<file path="src/rcw_pkg.sv">
// shared types, constants and codes of the textured wall column renderer
`default_nettype none
package rcw_pkg;

   localparam int TEX_SIZE  = 64;
   localparam int MAX_ROWS  = 1024;
   localparam int MAX_COLS  = 2048;

   localparam int TEX_BITS  = $clog2(TEX_SIZE);
   localparam int TEX_ADDR_BITS = 2 * TEX_BITS;
   localparam int TEX_ENTRIES = TEX_SIZE * TEX_SIZE;
   localparam int ROW_BITS  = $clog2(MAX_ROWS);
   localparam int H_BITS    = ROW_BITS + 1;
   localparam int COL_BITS  = $clog2(MAX_COLS);
   localparam int NUM_BITS  = H_BITS + 16;
   localparam int PA_BITS   = 21;
   localparam int SH_BITS   = 11;
   localparam int SW_BITS   = 12;
   localparam int QDEPTH    = 2;
   localparam int QPTR_BITS = $clog2(QDEPTH);

   localparam logic [1:0] OP_LOAD  = 2'd0;
   localparam logic [1:0] OP_START = 2'd1;
   localparam logic [1:0] OP_ROW   = 2'd2;

   localparam logic [1:0] REGION_CEILING = 2'd0;
   localparam logic [1:0] REGION_WALL    = 2'd1;
   localparam logic [1:0] REGION_FLOOR   = 2'd2;

   localparam logic [1:0] CSR_SCREEN_HEIGHT = 2'd0;
   localparam logic [1:0] CSR_SCREEN_WIDTH  = 2'd1;
   localparam logic [1:0] CSR_CEILING_COLOR = 2'd2;
   localparam logic [1:0] CSR_FLOOR_COLOR   = 2'd3;

   typedef enum logic [1:0] {
      K_LOAD,
      K_START,
      K_ROW
   } kind_type;

   typedef enum logic [2:0] {
      B_IDLE,
      B_FRAC,
      B_DIV_H,
      B_DIV_S,
      B_POS,
      B_EMIT
   } back_state_type;

   typedef struct packed {
      kind_type           kind;
      logic [11:0]        texel_index;
      logic [31:0]        texel_value;
      logic [10:0]        column;
      logic [31:0]        perp_dist;
      logic               hit_side;
      logic signed [17:0] ray_dir_x;
      logic signed [17:0] ray_dir_y;
      logic [31:0]        pos_x;
      logic [31:0]        pos_y;
   } item_type;

endpackage
`default_nettype wire

</file>
<file path="src/rcw_front.sv">
// request intake: decodes the op and queues requests for the back end, dropping unknown ops
`default_nettype none
module rcw_front import rcw_pkg::*; (
   input  wire logic          clock,
   input  wire logic          reset,
   input  wire logic          req_tvalid,
   output logic               req_tready,
   input  wire logic [191:0]  req_tdata,
   input  wire logic [1:0]    req_tuser,
   output logic               q_valid,
   output item_type           q_item,
   input  wire logic          q_pop
);

   item_type                ent_ff [QDEPTH];
   logic [QPTR_BITS-1:0]    wr_ptr_ff, rd_ptr_ff;
   logic [QPTR_BITS:0]      cnt_ff, cnt_in;
   item_type                item;
   logic                    keep;
   logic                    push;

   always_comb begin
      item.kind        = K_LOAD;
      keep             = 1'b1;
      case (req_tuser)
         OP_LOAD:  item.kind = K_LOAD;
         OP_START: item.kind = K_START;
         OP_ROW:   item.kind = K_ROW;
         default:  keep = 1'b0;
      endcase
      item.texel_index = req_tdata[11:0];
      item.texel_value = req_tdata[43:12];
      item.column      = req_tdata[54:44];
      item.perp_dist   = req_tdata[86:55];
      item.hit_side    = req_tdata[87];
      item.ray_dir_x   = req_tdata[105:88];
      item.ray_dir_y   = req_tdata[123:106];
      item.pos_x       = req_tdata[155:124];
      item.pos_y       = req_tdata[187:156];
   end

   assign req_tready = (cnt_ff != (QPTR_BITS+1)'(QDEPTH));
   assign push       = req_tvalid && req_tready && keep;
   assign q_valid    = (cnt_ff != '0);
   assign q_item     = ent_ff[rd_ptr_ff];

   always_comb begin
      cnt_in = cnt_ff;
      if (push && !q_pop) begin
         cnt_in = cnt_ff + 1'b1;
      end else if (!push && q_pop) begin
         cnt_in = cnt_ff - 1'b1;
      end
   end

   always_ff @(posedge clock) begin
      if (reset) begin
         wr_ptr_ff <= '0;
         rd_ptr_ff <= '0;
         cnt_ff    <= '0;
      end else begin
         if (push) begin
            wr_ptr_ff <= wr_ptr_ff + 1'b1;
         end
         if (q_pop) begin
            rd_ptr_ff <= rd_ptr_ff + 1'b1;
         end
         cnt_ff <= cnt_in;
      end
      if (push) begin
         ent_ff[wr_ptr_ff] <= item;
      end
   end

endmodule
`default_nettype wire

</file>
<file path="config.mk">
export PLATFORM = sky130hd
export DESIGN_NAME = rcw_front
export DESIGN_NICKNAME = d
export VERILOG_FILES = /design/src/rcw_pkg.sv /design/src/rcw_front.sv
export SDC_FILE = /design/constraint.sdc
export NUM_CORES = 1
export LEC_CHECK = 0
export BUFFER_PORTS_ARGS = -buffer_cell sky130_fd_sc_hd__clkbuf_2
export CAP_MARGIN = 25
export CORE_AREA = 2 2 193 195
export CTS_CLUSTER_SIZE = 28
export DETAILED_ROUTE_END_ITERATION = 12
export DIE_AREA = 0 0 195 197
export PLACE_DENSITY = 0.67
export REMOVE_ABC_BUFFERS = 1
export SYNTH_ARGS = -nofsm -noshare
export SYNTH_HDL_FRONTEND = slang
export SYNTH_SLANG_ARGS = --single-unit
</file>
<file path="constraint.sdc">
create_clock -name clock -period 29.3 [get_ports clock]
set_input_delay 4.395 -clock clock [delete_from_list [all_inputs] [get_ports clock]]
set_output_delay 4.395 -clock clock [all_outputs]
set_load 0.1 [all_outputs]
</file>
==> flow_summary_export.csv <==
group,metric,value,unit
cts,cts_max_path_buffers,3,
timing,fin_worst_skew,0.0118,ns
timing,clock.fmax,125,MHz
min_path,hp-class,"register to register",
critical_path,r2r-end,"ent_ff[0][96]",
global_routing,grt_util_met2,23.8,%
cts,cts_tree,"built",
timing,layout_setup_ws,21.31,ns
yosys,netlist_area,14400,um^2
min_path,hp-start,"rd_ptr_ff",
global_routing,top_usage_layer,"met2",
global_routing,met1_usage,15.9,%
critical_path,r2r_start,"cnt_ff[0]",
finish,drive_gt1_share,60.8,%
cts,ctsHoldBuffers,0,
yosys,post-synth-top-area-fraction,79.5,%
yosys,synth_xor_area_share,0.183,%
yosys,yosysSeqAreaShare,80.2,%
critical_path,worstPathRequired,24.90,ns
yosys,synth_edf_count,380,
outcome,status,"finished clean",
timing,max_slew.worst_pin.slew,1.02,ns
placement,dp_cells,1458,
yosys,synth_compound_area_share,0.0697,%
global_routing,grt_pass1_vias,7492,
critical_path,crit_chain,"buf_4, buf_4, mux2_2, clkbuf_2",
critical_path,critPathLaunchType,"register",
yosys,async_reset_ff_share,0,%
yosys,syn_inst,618,
power,leakagePower,7.03,nW
yosys,yosys-mux-area-fraction,17.6,%
power,power_frac_seq,42.3,%
floorplanning,fp.dieH,197,um
finish,num-fill-cells,3084,
routing,drc_errors,0,
timing,grt_setup_unrepaired,"false",
cts,worstSkewPairLatency,0.53,ns
global_routing,antenna_found_initial,4,
cts,cts_resized,0,
global_routing,grt_usage,14.3,%
yosys,yosysWarnings,0,
finish,final_util,50.0,%
routing,drtIter0Drc,282,
cts,numCtsBuffers,40,
floorplanning,rows,70,
critical_path,arrival,3.60,ns
critical_path,worst_setup_path_end_kind,"output port",
timing,setup_violations,0,
floorplanning,fp.dieW,195,um
cts,cts_sinks,385,
finish,layout.cells.non_filler,1534,
yosys,synthFlopType,"edfxtp_1",
yosys,synth-adder-area-share,0.0872,%
timing,fin_crit,7.99,ns
critical_path,rrSetupSlack,26.11,ns
timing,report.final.slew_viol_count,0,
critical_path,path_max_fanout,50,
finish,final_cell_area,18100,um^2
critical_path,worst_r2r_path_depth,5,
flow_run,maxCapViolations,0,
finish,nets,1233,
floorplanning,start_util,39.6,%
yosys,synth_area_leaders,"edfxtp_1, mux2_4, mux2_2",
cts,cts-htree-levels,2,
routing,wl_per_cell,18.3,um
yosys,synth.ff_latch_count,385,
routing,dr.pass1.iters,4,
cts,clockRootBuffer,"clkbuf_16",
routing,viasPerCell,4.67,
cts,post-cts-setup-buffers,0,
power,swShare,33.9,%
routing,drtAntennaViolNets,0,
critical_path,path_common_cell,"buf_4",
yosys,post-synth-top-count-cell,"edfxtp_1",
critical_path,crit_type,"register to output port",
global_routing,grt_pass1_wl,41.9,mm
power,ir_worst_vdd,0.0696,mV
yosys,yosys.area_share.simple,0.575,%
power,powerDensity,87.1,nW/um^2
power,p_switching,535,uW
global_routing,globalRouteMet3Util,5.75,%
power,p_int,1.05,mW
min_path,min_delay_path_depth,2,
routing,route.vias.total,7157,
global_routing,grt-ovfl-total,0,
yosys,syn_avg_cell_area,23.2,um^2
timing,hold_viol_final,0,
yosys,ys_types,20,
yosys,ys_top_cells_by_count,"edfxtp_1, mux2_4, mux2_2",
placement,place.gp.congestion,0.734,
routing,drt-total-wl,28.0,mm
yosys,synth_top_family_by_area,"multiplexers",
global_routing,grt_max_degree,76,
finish,area_delta_synth_final,26.4,%
timing,final.setup.tns,0,ns
floorplanning,ioPinCount,390,
placement,dpl.hpwl,18.8,mm
floorplanning,dieArea,38400,um^2
cts,clk_pin_slew_worst_paths,0.06,ns
timing,relSlewSlack,31.9,%
placement,place_area,16800,um^2
floorplanning,fp.coreArea,36300,um^2
timing,finalCritPeriodShare,27.3,%
power,p_comb_share,25.8,%
critical_path,critical-path-max-stage-delay,0.79,ns
placement,io_buffers,385,
placement,dp_worst_setup_slack,21.81,ns
critical_path,critPathSlowestCell,"buf_4",
power,clockPowerShare,31.9,%
yosys,synth_area_leader_cell,"edfxtp_1",
==> area by class of cell <==
cell class	instances	area, um^2	share of cell area, %
diodes	4	10.0	0.0552
clock buffers	52	1110	6.10
clock inverters	18	209	1.15
inverters	1	3.75	0.0207
multi-input cells	211	2670	14.7
flip-flops and latches	385	11500	63.5
well taps	468	586	3.23
repair buffers	395	2040	11.3
==> power groups by stage <==
stage                     Clock (mW)  Sequential, mW  Combinational, mW
after global routing           0.540           0.673              0.421
final                          0.504           0.669              0.408
after CTS                      0.520           0.670              0.410
after detailed placement           0           0.682              0.409
after floorplan                    0           0.698              0.349
after global placement             0           0.679              0.408
==> cells in the final DEF (no fill, tap or decap), types with 2 or more instances in the layout <==
| cell | netlist | layout |
|---|---|---|
| clkbuf_16 | 0 | 41 |
| edfxtp_1 | 380 | 380 |
| clkbuf_1 | 0 | 7 |
| mux2_4 | 100 | 100 |
| nor2b_1 | 4 | 3 |
| diode_2 | 0 | 4 |
| buf_4 | 0 | 8 |
| xor2_1 | 2 | 2 |
| dfxtp_1 | 5 | 4 |
| clkinv_2 | 0 | 4 |
| nor2_1 | 4 | 4 |
| bufinv_16 | 0 | 5 |
| mux2_2 | 91 | 91 |
| clkbuf_8 | 0 | 4 |
| clkbuf_2 | 0 | 385 |
| buf_16 | 0 | 2 |
| clkinv_1 | 0 | 8 |
==> kinds of logic (layout without fill, tap and decap cells) <==
logic type	count (synthesis)	count (layout)
DFF	385	385
muxes	191	191
buffers and inverters	22	466
and+or+nand+nor	14	14
xor gates and xnor gates	3	3
AOI/OAI and AO/OA	2	2
adders and majority gates	1	1
other	0	4
==> stage by stage <==
| stage | total power, mW | hold slack (ns) |
|---|---|---|
| 2_1_floorplan | 1.05 | 0.480 |
| 3_3_place_gp | 1.09 | 0.492 |
| 3_5_place_dp | 1.09 | 0.496 |
| 4_1_cts | 1.60 | 0.510 |
| 5_1_grt | 1.63 | 0.540 |
| 6_report | 1.58 | 0.506 |
==> worst max-delay path: cells and delay by family, from the launching register on <==
kind                   cells  cell delay (ns)
muxes                      1             0.41
buffers and inverters      3             1.83
DFF                        1             0.69
==> layer usage <==
layer / share of wire [%] / routed length, um
met5: 0 / 0
met4: 3.3 / 926
met3: 9.3 / 2610
met2: 50 / 14100
met1: 37 / 10400
==> flip-flops by register name, summed over array words and instances, names as in the netlist, named ones only <==
signal / count
rd_ptr_ff: 1
wr_ptr_ff: 1
cnt_ff: 2
ent_ff: 380
==> worst max path at each step <==
stage	from	slack (ns)	to	depth (start not counted)
5_1_grt	register	21.09	q_item[61]	4
3_3_place_gp	register	21.78	q_item[61]	4
3_5_place_dp	register	21.81	q_item[8]	4
6_report	register	21.31	q_item[61]	4
4_1_cts	register	21.22	q_item[8]	4
2_1_floorplan	req_tuser[0]	15.56	ent_ff[0][0]	3
No activity file was read; power rests on OpenSTA's default activity.
